[src/ehs_pkg.sv]
// Shared types and constants for the endstop homing sequencer.
package ehs_pkg;

  localparam int MASK_W  = 3;
  localparam int STEP_W  = 24;
  localparam int PHASE_W = 3;
  localparam int CFG_W   = 20;
  localparam int CFG_IDX_W = 3;
  localparam int LIMIT_W = 16;

  // Sequence phases
  localparam logic [PHASE_W-1:0] PH_IDLE    = 3'd0;
  localparam logic [PHASE_W-1:0] PH_FAST    = 3'd1;
  localparam logic [PHASE_W-1:0] PH_RETRACT = 3'd2;
  localparam logic [PHASE_W-1:0] PH_SLOW    = 3'd3;
  localparam logic [PHASE_W-1:0] PH_TRIM    = 3'd4;

  // Input word action codes
  localparam logic ACT_TICK  = 1'b0;
  localparam logic ACT_START = 1'b1;

  // Configuration register indexes
  localparam logic [CFG_IDX_W-1:0] REG_HOME_MIN  = 3'd0;
  localparam logic [CFG_IDX_W-1:0] REG_DEBOUNCE  = 3'd1;
  localparam logic [CFG_IDX_W-1:0] REG_RETRACT_X = 3'd2;
  localparam logic [CFG_IDX_W-1:0] REG_RETRACT_Y = 3'd3;
  localparam logic [CFG_IDX_W-1:0] REG_RETRACT_Z = 3'd4;
  localparam logic [CFG_IDX_W-1:0] REG_TRIM_X    = 3'd5;
  localparam logic [CFG_IDX_W-1:0] REG_TRIM_Y    = 3'd6;
  localparam logic [CFG_IDX_W-1:0] REG_TRIM_Z    = 3'd7;

  typedef struct packed {
    logic              action;
    logic [MASK_W-1:0] axes_mask;
    logic [MASK_W-1:0] endstop_min;
    logic [MASK_W-1:0] endstop_max;
    logic [MASK_W-1:0] axis_moving;
  } cmd_t;

  typedef struct packed {
    logic [MASK_W-1:0]  stop_mask;
    logic [MASK_W-1:0]  start_mask;
    logic [MASK_W-1:0]  dir_mask;
    logic               slow_speed;
    logic [STEP_W-1:0]  steps_x;
    logic [STEP_W-1:0]  steps_y;
    logic [STEP_W-1:0]  steps_z;
    logic [PHASE_W-1:0] phase;
    logic               done_res;
  } res_t;

endpackage

[src/ehs_cmd_if.sv]
// Input channel: valid/ready handshake carrying one command word.
interface ehs_cmd_if;
  import ehs_pkg::*;

  logic              valid;
  logic              ready;
  logic              action;
  logic [MASK_W-1:0] axes_mask;
  logic [MASK_W-1:0] endstop_min;
  logic [MASK_W-1:0] endstop_max;
  logic [MASK_W-1:0] axis_moving;

  modport source (output valid, action, axes_mask, endstop_min, endstop_max, axis_moving,
                  input ready);
  modport sink (input valid, action, axes_mask, endstop_min, endstop_max, axis_moving,
                output ready);
endinterface

[src/ehs_res_if.sv]
// Output channel: valid/ready handshake carrying one result word.
interface ehs_res_if;
  import ehs_pkg::*;

  logic               valid;
  logic               ready;
  logic [MASK_W-1:0]  stop_mask;
  logic [MASK_W-1:0]  start_mask;
  logic [MASK_W-1:0]  dir_mask;
  logic               slow_speed;
  logic [STEP_W-1:0]  steps_x;
  logic [STEP_W-1:0]  steps_y;
  logic [STEP_W-1:0]  steps_z;
  logic [PHASE_W-1:0] phase;
  logic               done_res;

  modport source (output valid, stop_mask, start_mask, dir_mask, slow_speed,
                  steps_x, steps_y, steps_z, phase, done_res,
                  input ready);
  modport sink (input valid, stop_mask, start_mask, dir_mask, slow_speed,
                steps_x, steps_y, steps_z, phase, done_res,
                output ready);
endinterface

[src/endstop_homing_sequencer_core.sv]
// Top level: three-axis endstop homing sequencer (input reg, one logic pass, result reg).
// An accepted word is registered in the input reg, then in the result reg, and can be
//   taken from the result reg.
// Throughput: one word per cycle while the sink keeps res.ready high; the only loop is the
//   phase/counter update in the result stage.
// Reset (rst, synchronous): phase idle, no axes latched, counters zero, both stages empty,
//   registers at min-side mask 7, debounce 100, backoff 400/400/1600, trim 0.
module endstop_homing_sequencer_core #(
  parameter int AXIS_COUNT     = 3,
  parameter int DEBOUNCE_BITS  = 16,
  parameter int APPROACH_STEPS = 10000000
) (
  input  logic                    clk,
  input  logic                    rst,
  ehs_cmd_if.sink                 cmd,
  ehs_res_if.source               res,
  input  logic                    cfg_we,
  input  logic [ehs_pkg::CFG_IDX_W-1:0] cfg_index,
  input  logic [ehs_pkg::CFG_W-1:0]     cfg_data
);
  import ehs_pkg::*;

  // Only three axes have fields; extra axes beyond that are not used.
  localparam int AXES_USED = (AXIS_COUNT < 3) ? AXIS_COUNT : 3;
  localparam logic [MASK_W-1:0] AXES_MASK = MASK_W'((1 << AXES_USED) - 1);
  // Compare width covers both the register and the counter.
  localparam int CW = (DEBOUNCE_BITS > LIMIT_W) ? DEBOUNCE_BITS : LIMIT_W;
  localparam logic [CW-1:0] CNT_MAX = CW'((64'd1 << DEBOUNCE_BITS) - 64'd1);
  localparam logic [STEP_W-1:0] APPROACH = STEP_W'(APPROACH_STEPS);

  // ---------------- configuration registers ----------------
  logic [MASK_W-1:0]        min_side_mask;
  logic [LIMIT_W-1:0]       debounce_limit;
  logic [CFG_W-1:0]         backoff_steps [3];
  logic signed [CFG_W-1:0]  trim_steps [3];

  always_ff @(posedge clk) begin
    if (rst) begin
      min_side_mask    <= 3'd7;
      debounce_limit   <= 16'd100;
      backoff_steps[0] <= 20'd400;
      backoff_steps[1] <= 20'd400;
      backoff_steps[2] <= 20'd1600;
      trim_steps[0]    <= '0;
      trim_steps[1]    <= '0;
      trim_steps[2]    <= '0;
    end else if (cfg_we) begin
      unique case (cfg_index)
        REG_HOME_MIN:  min_side_mask    <= cfg_data[MASK_W-1:0];
        REG_DEBOUNCE:  debounce_limit   <= cfg_data[LIMIT_W-1:0];
        REG_RETRACT_X: backoff_steps[0] <= cfg_data;
        REG_RETRACT_Y: backoff_steps[1] <= cfg_data;
        REG_RETRACT_Z: backoff_steps[2] <= cfg_data;
        REG_TRIM_X:    trim_steps[0]    <= cfg_data;
        REG_TRIM_Y:    trim_steps[1]    <= cfg_data;
        REG_TRIM_Z:    trim_steps[2]    <= cfg_data;
        default: ;
      endcase
    end
  end

  // ---------------- handshake and stage registers ----------------
  // s1 holds the accepted word; the result register decouples the sink.
  logic s1_valid;
  cmd_t s1_cmd;
  logic res_valid;
  res_t res_word;
  logic res_free;
  logic s1_take;

  assign res_free  = !res_valid || res.ready;
  assign s1_take   = s1_valid && res_free;
  assign cmd.ready = !s1_valid || res_free;

  always_ff @(posedge clk) begin
    if (rst) begin
      s1_valid <= 1'b0;
    end else if (cmd.ready) begin
      s1_valid <= cmd.valid;
    end
  end

  always_ff @(posedge clk) begin
    if (cmd.ready && cmd.valid) begin
      s1_cmd.action      <= cmd.action;
      s1_cmd.axes_mask   <= cmd.axes_mask;
      s1_cmd.endstop_min <= cmd.endstop_min;
      s1_cmd.endstop_max <= cmd.endstop_max;
      s1_cmd.axis_moving <= cmd.axis_moving;
    end
  end

  // ---------------- sequencer state ----------------
  logic [PHASE_W-1:0]       phase_reg, phase_reg_next;
  logic [MASK_W-1:0]        active_axes, active_axes_next;
  logic [DEBOUNCE_BITS-1:0] debounce_counter [AXES_USED];
  logic [DEBOUNCE_BITS-1:0] debounce_counter_next [AXES_USED];
  res_t                     res_next;

  // Effective limit saturates at the counter's maximum.
  logic [CW-1:0] limit_ext;
  logic [CW-1:0] limit_eff;
  assign limit_ext = CW'(debounce_limit);
  assign limit_eff = (limit_ext < CNT_MAX) ? limit_ext : CNT_MAX;

  // Approach tick: per-axis debounce on the homing-side switch.
  logic [AXES_USED-1:0]     running;
  logic [MASK_W-1:0]        tick_stop;
  logic [DEBOUNCE_BITS-1:0] tick_cnt [AXES_USED];
  logic                     all_homed;

  always_comb begin
    tick_stop = '0;
    for (int c = 0; c < AXES_USED; c++) begin
      logic hit;
      hit = min_side_mask[c] ? s1_cmd.endstop_min[c] : s1_cmd.endstop_max[c];
      tick_cnt[c] = debounce_counter[c];
      running[c]  = 1'b0;
      if (active_axes[c]) begin
        if (hit) begin
          if (CW'(debounce_counter[c]) < limit_eff) begin
            tick_cnt[c] = debounce_counter[c] + DEBOUNCE_BITS'(1);
            running[c]  = 1'b1;
          end else if (s1_cmd.axis_moving[c]) begin
            tick_stop[c] = 1'b1;
          end
        end else begin
          tick_cnt[c] = '0;
          running[c]  = 1'b1;
        end
      end
    end
    all_homed = (running == '0);
  end

  // Trim moves: magnitude and direction per axis, nonzero trims only.
  logic [MASK_W-1:0] trim_mask;
  logic [MASK_W-1:0] trim_dir;
  logic [STEP_W-1:0] trim_mag [3];

  always_comb begin
    trim_mask = '0;
    trim_dir  = '0;
    for (int c = 0; c < 3; c++) begin
      logic signed [STEP_W-1:0] t_ext;
      t_ext       = STEP_W'(trim_steps[c]);
      trim_mag[c] = '0;
      if (c < AXES_USED && active_axes[c] && trim_steps[c] != '0) begin
        trim_mask[c] = 1'b1;
        if (trim_steps[c][CFG_W-1]) begin
          trim_mag[c] = -t_ext;
          trim_dir[c] = !min_side_mask[c];
        end else begin
          trim_mag[c] = t_ext;
          trim_dir[c] = min_side_mask[c];
        end
      end
    end
  end

  // Main next-state and result logic for the word in s1.
  always_comb begin
    logic [STEP_W-1:0] steps [3];
    logic [MASK_W-1:0] start_axes;
    phase_reg_next   = phase_reg;
    active_axes_next = active_axes;
    for (int c = 0; c < AXES_USED; c++) begin
      debounce_counter_next[c] = debounce_counter[c];
    end
    res_next   = '0;
    steps[0]   = '0;
    steps[1]   = '0;
    steps[2]   = '0;
    start_axes = s1_cmd.axes_mask & AXES_MASK;

    if (s1_cmd.action == ACT_START) begin
      if (phase_reg == PH_IDLE) begin
        // Fast approach toward the homing switch.
        active_axes_next    = start_axes;
        phase_reg_next      = PH_FAST;
        res_next.start_mask = start_axes;
        res_next.dir_mask   = min_side_mask & start_axes;
        for (int c = 0; c < AXES_USED; c++) begin
          if (start_axes[c]) steps[c] = APPROACH;
          debounce_counter_next[c] = '0;
        end
      end
    end else begin
      unique case (phase_reg)
        PH_IDLE: ;
        PH_FAST: begin
          for (int c = 0; c < AXES_USED; c++) debounce_counter_next[c] = tick_cnt[c];
          res_next.stop_mask = tick_stop;
          if (all_homed) begin
            // Back off at slow rate, away from home.
            phase_reg_next      = PH_RETRACT;
            res_next.start_mask = active_axes;
            res_next.dir_mask   = ~min_side_mask & active_axes;
            res_next.slow_speed = 1'b1;
            for (int c = 0; c < AXES_USED; c++) begin
              if (active_axes[c]) steps[c] = STEP_W'(backoff_steps[c]);
            end
          end
        end
        PH_RETRACT: begin
          if ((s1_cmd.axis_moving & active_axes) == '0) begin
            phase_reg_next      = PH_SLOW;
            res_next.start_mask = active_axes;
            res_next.dir_mask   = min_side_mask & active_axes;
            res_next.slow_speed = 1'b1;
            for (int c = 0; c < AXES_USED; c++) begin
              if (active_axes[c]) steps[c] = APPROACH;
              debounce_counter_next[c] = '0;
            end
          end
        end
        PH_SLOW: begin
          for (int c = 0; c < AXES_USED; c++) debounce_counter_next[c] = tick_cnt[c];
          res_next.stop_mask = tick_stop;
          if (all_homed) begin
            if (trim_mask == '0) begin
              phase_reg_next    = PH_IDLE;
              active_axes_next  = '0;
              res_next.done_res = 1'b1;
            end else begin
              phase_reg_next      = PH_TRIM;
              res_next.start_mask = trim_mask;
              res_next.dir_mask   = trim_dir;
              res_next.slow_speed = 1'b1;
              steps = trim_mag;
            end
          end
        end
        PH_TRIM: begin
          if ((s1_cmd.axis_moving & active_axes) == '0) begin
            phase_reg_next    = PH_IDLE;
            active_axes_next  = '0;
            res_next.done_res = 1'b1;
          end
        end
        default: phase_reg_next = PH_IDLE;
      endcase
    end

    res_next.steps_x = steps[0];
    res_next.steps_y = steps[1];
    res_next.steps_z = steps[2];
    res_next.phase   = phase_reg_next;
  end

  always_ff @(posedge clk) begin
    if (rst) begin
      phase_reg   <= PH_IDLE;
      active_axes <= '0;
      for (int c = 0; c < AXES_USED; c++) debounce_counter[c] <= '0;
    end else if (s1_take) begin
      phase_reg   <= phase_reg_next;
      active_axes <= active_axes_next;
      for (int c = 0; c < AXES_USED; c++) debounce_counter[c] <= debounce_counter_next[c];
    end
  end

  // ---------------- result register ----------------
  always_ff @(posedge clk) begin
    if (rst) begin
      res_valid <= 1'b0;
    end else if (res_free) begin
      res_valid <= s1_valid;
    end
  end

  always_ff @(posedge clk) begin
    if (s1_take) res_word <= res_next;
  end

  assign res.valid      = res_valid;
  assign res.stop_mask  = res_word.stop_mask;
  assign res.start_mask = res_word.start_mask;
  assign res.dir_mask   = res_word.dir_mask;
  assign res.slow_speed = res_word.slow_speed;
  assign res.steps_x    = res_word.steps_x;
  assign res.steps_y    = res_word.steps_y;
  assign res.steps_z    = res_word.steps_z;
  assign res.phase      = res_word.phase;
  assign res.done_res   = res_word.done_res;

  // ---------------- assertions ----------------
  // Idle never keeps latched axes.
  a_idle_no_axes: assert property (@(posedge clk) disable iff (rst)
    phase_reg == PH_IDLE |-> active_axes == '0)
    else $error("axes latched while idle");

  // Latched axes stay within the implemented set.
  a_axes_in_range: assert property (@(posedge clk) disable iff (rst)
    (active_axes & ~AXES_MASK) == '0)
    else $error("axis outside implemented set");

  // A completion word always reports idle.
  a_done_idle: assert property (@(posedge clk) disable iff (rst)
    res_valid && res_word.done_res |-> res_word.phase == PH_IDLE)
    else $error("done reported outside idle");

  // A fast move can only start the fast approach.
  a_fast_start: assert property (@(posedge clk) disable iff (rst)
    res_valid && res_word.start_mask != '0 && !res_word.slow_speed
      |-> res_word.phase == PH_FAST)
    else $error("fast move outside fast approach");

  // A word in s1 with a free result stage moves on in the next cycle.
  a_advance: assert property (@(posedge clk) disable iff (rst)
    s1_valid && res_free |=> res_valid)
    else $error("result stage did not load");

endmodule
[src/flat_wrapper.sv]
// flat-port wrapper written by rule: the top's interface ports become plain ports
module endstop_homing_sequencer_core_flat import ehs_pkg::*;
#(
  parameter int AXIS_COUNT     = 3,
  parameter int DEBOUNCE_BITS  = 16,
  parameter int APPROACH_STEPS = 10000000
)
  (clk, rst, cfg_we, cfg_index, cfg_data, cmd_valid, cmd_action, cmd_axes_mask, cmd_endstop_min, cmd_endstop_max, cmd_axis_moving, cmd_ready, res_valid, res_stop_mask, res_start_mask, res_dir_mask, res_slow_speed, res_steps_x, res_steps_y, res_steps_z, res_phase, res_done_res, res_ready);
  ehs_cmd_if cmd_i ();
  ehs_res_if res_i ();
  input  logic clk;
  input  logic rst;
  input  logic cfg_we;
  input  logic [ehs_pkg::CFG_IDX_W-1:0] cfg_index;
  input  logic [ehs_pkg::CFG_W-1:0] cfg_data;
  input wire logic [$bits(cmd_i.valid)-1:0] cmd_valid;
  input wire logic [$bits(cmd_i.action)-1:0] cmd_action;
  input wire logic [$bits(cmd_i.axes_mask)-1:0] cmd_axes_mask;
  input wire logic [$bits(cmd_i.endstop_min)-1:0] cmd_endstop_min;
  input wire logic [$bits(cmd_i.endstop_max)-1:0] cmd_endstop_max;
  input wire logic [$bits(cmd_i.axis_moving)-1:0] cmd_axis_moving;
  output wire logic [$bits(cmd_i.ready)-1:0] cmd_ready;
  output wire logic [$bits(res_i.valid)-1:0] res_valid;
  output wire logic [$bits(res_i.stop_mask)-1:0] res_stop_mask;
  output wire logic [$bits(res_i.start_mask)-1:0] res_start_mask;
  output wire logic [$bits(res_i.dir_mask)-1:0] res_dir_mask;
  output wire logic [$bits(res_i.slow_speed)-1:0] res_slow_speed;
  output wire logic [$bits(res_i.steps_x)-1:0] res_steps_x;
  output wire logic [$bits(res_i.steps_y)-1:0] res_steps_y;
  output wire logic [$bits(res_i.steps_z)-1:0] res_steps_z;
  output wire logic [$bits(res_i.phase)-1:0] res_phase;
  output wire logic [$bits(res_i.done_res)-1:0] res_done_res;
  input wire logic [$bits(res_i.ready)-1:0] res_ready;
  assign cmd_i.valid = cmd_valid;
  assign cmd_i.action = cmd_action;
  assign cmd_i.axes_mask = cmd_axes_mask;
  assign cmd_i.endstop_min = cmd_endstop_min;
  assign cmd_i.endstop_max = cmd_endstop_max;
  assign cmd_i.axis_moving = cmd_axis_moving;
  assign cmd_ready = cmd_i.ready;
  assign res_valid = res_i.valid;
  assign res_stop_mask = res_i.stop_mask;
  assign res_start_mask = res_i.start_mask;
  assign res_dir_mask = res_i.dir_mask;
  assign res_slow_speed = res_i.slow_speed;
  assign res_steps_x = res_i.steps_x;
  assign res_steps_y = res_i.steps_y;
  assign res_steps_z = res_i.steps_z;
  assign res_phase = res_i.phase;
  assign res_done_res = res_i.done_res;
  assign res_i.ready = res_ready;
  endstop_homing_sequencer_core #(.AXIS_COUNT(AXIS_COUNT), .DEBOUNCE_BITS(DEBOUNCE_BITS), .APPROACH_STEPS(APPROACH_STEPS)) u_core (.clk(clk), .rst(rst), .cmd(cmd_i), .res(res_i), .cfg_we(cfg_we), .cfg_index(cfg_index), .cfg_data(cfg_data));
endmodule
[config.mk]
export PLATFORM = sky130hd
export DESIGN_NAME = endstop_homing_sequencer_core_flat
export DESIGN_NICKNAME = d
export VERILOG_FILES = /design/src/ehs_pkg.sv /design/src/ehs_cmd_if.sv /design/src/ehs_res_if.sv /design/src/endstop_homing_sequencer_core.sv /design/src/flat_wrapper.sv
export SDC_FILE = /design/constraint.sdc
export NUM_CORES = 1
export LEC_CHECK = 0
export BUFFER_PORTS_ARGS = -buffer_cell sky130_fd_sc_hd__buf_2
export CORE_MARGIN = 8
export CORE_UTILIZATION = 40
export CTS_CLUSTER_DIAMETER = 200
export DETAILED_ROUTE_END_ITERATION = 8
export HOLD_SLACK_MARGIN = 0.03
export PLACE_DENSITY = 0.53
export SETUP_SLACK_MARGIN = 0.1
export SYNTH_ARGS = -nofsm -noshare
export SYNTH_HDL_FRONTEND = slang
export SYNTH_SLANG_ARGS = --single-unit
[constraint.sdc]
create_clock -name clk -period 7.21 [get_ports clk]
set_input_delay 0.721 -clock clk [delete_from_list [all_inputs] [get_ports clk]]
set_output_delay 0.721 -clock clk [all_outputs]
set_load 0.02 [all_outputs]
==> flow_metrics.tcl <==
set metrics [dict create \
    slew_viol_final 0 \
    p_leak_nw 5.83 \
    finalWorstSetupSlack_ns 3.54 \
    start_kind "flip-flop" \
    max_slew_margin_pct 18.9 \
    path_max_fanout 19 \
    clk_pin_slew_ns 0.06 \
    grt_start_max_net_pins 71 \
    numCtsBuffers 34 \
    worst-setup-path-type "reg -> reg" \
    synth_fa_ha_area_share_pct 4.21 \
    gp_congestion 0.898 \
    synth_top_family_by_area "simple AND/OR/NAND/NOR gates" \
    antenna_found_initial 3 \
    synth_xor_xnor_area_share_pct 5.59 \
    n_antenna_cell 0 \
    grt_usage_pct 19.4 \
    cts_sinks 294 \
    antenna_left 0 \
    fp.coreArea_sq_um 35300 \
    min_period_ns 3.67 \
    postCtsSetupBuffers 0 \
    drt-initial-drc-count 759 \
    place_ws_ns 3.61 \
    dr.pass1.iters 5 \
    grt_overflow 0 \
    hold_path_class "in -> reg" \
    cts_resized 0 \
    drc 0 \
    peakVddDrop_mv 0.161 \
    start_util_pct 40.4 \
    hold_buffers 0 \
    fmax_mhz 272 \
    cts_max_path_buffers 3 \
    synthTopCellsByArea "edfxtp_1, ha_1, dfxtp_1" \
    hpwl_um 29900 \
    grtUsageMet2_pct 30.9 \
    dieArea_sq_um 42000 \
    final_common_cell "edfxtp_1" \
    synth_compound_area_share_pct 10.6 \
    netlist_area_sq_um 14300 \
    synth_cells 1231 \
    synth_edf_count 267 \
    rsz0062_at_grt "false" \
    grt_pass1_vias 9916 \
    critPathRequiredTime_ns 7.56 \
    synth_largest_area_cell "edfxtp_1" \
    die_width_um 205 \
    nets 1452 \
    largestRegisters "u_core.backoff_steps: 60 flops, u_core.trim_steps: 60 flops, u_core.debounce_counter: 48 flops" \
    setup_viol 0 \
    use_met3_pct 4.76 \
    grt_use_met1_pct 25.5 \
    hold_viol 0 \
    fin_skew_ns 0.0202 \
    fillers 3248 \
    synthDistinctLibCells 69 \
    synthArstFlopShare_pct 0 \
    seq_area_frac_synth_pct 60.0 \
    cts_root_buf "clkbuf_16" \
    portBuffers 128 \
    mostFrequentLayoutCells "edfxtp_1, buf_2, nand2_1" \
    synthMuxAreaShare_pct 0.587 \
    powerDensity_nw_per_um2 255 \
    tightest_slew_ns 1.21 \
    routedWlPerCell_um 22.3 \
    routed_wl_um 41200 \
    timing.setup.tns_ns 0 \
    grt_pass1_wl_um 61200 \
    num_rows 69 \
    cp-end-kind "flip-flop" \
    h-tree-depth 2 \
    yosys.area_share.simple_pct 16.4 \
    drive_gt1_share_pct 16.1 \
    synth_warnings 0 \
    syn2layout_area_growth_pct 15.9 \
    die_h_um 205 \
    drv_cap 0 \
    synth_seq_cells 294 \
    clk_latency_ns 0.53 \
    ys.flop_type "edfxtp_1" \
    final.period_utilization_pct 50.9 \
    outcome "completed" \
    dr_total_vias 10000 \
    top_usage_layer "met2" \
    cts_tree "yes" \
    cp.arrival_ns 4.02 \
    syn_area_per_cell_sq_um 11.6 \
    routed_via_density 5.43 \
    io_pins 129 \
    synth.top_cell.area_share_pct 56.2 \
]
## synth_stat cells, types with 5 or more instances
master / count
and3_1: 15
nand2b_1: 20
nor2_1: 106
clkbuf_1: 42
nor3_1: 24
inv_1: 43
mux2i_1: 5
and2_1: 46
a2bb2oi_1: 13
a22oi_1: 15
nand3_1: 61
xnor2_1: 49
or4_1: 6
o31ai_1: 19
a211oi_1: 8
xor2_1: 42
a31oi_1: 5
a21oi_1: 59
o211ai_1: 12
o41ai_1: 7
or3_1: 13
nand4_1: 15
nand2_1: 128
o21ai_0: 44
dfxtp_1: 27
ha_1: 48
nor4_1: 6
buf_2: 7
a21o_1: 7
edfxtp_1: 267
## path summary, 6_finish.rpt
kind | depth (start not counted) | from | slack (ns) | endpoint
worst min-delay path | 1 | cmd_endstop_max[2] | 0.38 | u_core.s1_cmd[5]
worst max register to register | 8 | u_core.debounce_counter[0][25] | 3.54 | u_core.res.steps_z[19]
worst min register to register | 2 | u_core.debounce_limit[9] | 0.45 | u_core.debounce_limit[9]
worst max-delay path | 8 | u_core.debounce_counter[0][25] | 3.54 | u_core.res.steps_z[19]
## metal layers
layer	up-vias	wire, um	part of all wire [%]
met1	4871	18000	44
met3	73	2880	7.0
met5	-	33	0.080
met4	6	1230	3.0
met2	279	19100	46
li1	4808	-	-
## critical path: stages, from the launching register on
cell and delay, ns:
edfxtp_1 0.43, ha_1 0.33, nand4_1 0.10, or3_1 0.37
o311ai_1 0.40, a21oi_1 0.27, nand4b_1 0.85, or3_1 0.61
a22oi_1 0.14
## stage by stage
step	hold WS, ns	cells	utilization (%)	area (sq um)	power, mW
after floorplan	0.436	1236	-	14300	2.41
after global placement	0.442	1788	43.9	15500	2.58
after detailed placement	0.449	1788	43.9	15500	2.58
after CTS	0.347	1849	46.9	16500	4.26
after global routing	0.352	1849	46.9	16500	4.38
final	0.375	1849	46.9	16500	4.22
## power by group
part	total (mW)	internal (mW)	switching, mW
Sequential	2.10	1.99	0.105
Clock	1.67	0.971	0.703
Combinational	0.451	0.162	0.290
## cell type report
cell class	instances	area, sq um	share of cell area [%]
well taps	461	577	3.49
clock inverters	15	145	0.877
repair buffers	142	746	4.51
multi-input cells	848	5440	32.9
flip-flops and latches	294	8560	51.7
inverters	43	163	0.983
clock buffers	46	916	5.54
## kinds of logic after synthesis
kind of cell / after synthesis
adder cells (fa/ha/maj): 48
multiplexers: 8
flip-flops: 294
buffers and inverters: 94
XOR/XNOR: 91
AO/OA/AOI/OAI: 225
other: 1
AND/OR/NAND/NOR: 470
Power figures use the tool's default switching activity.
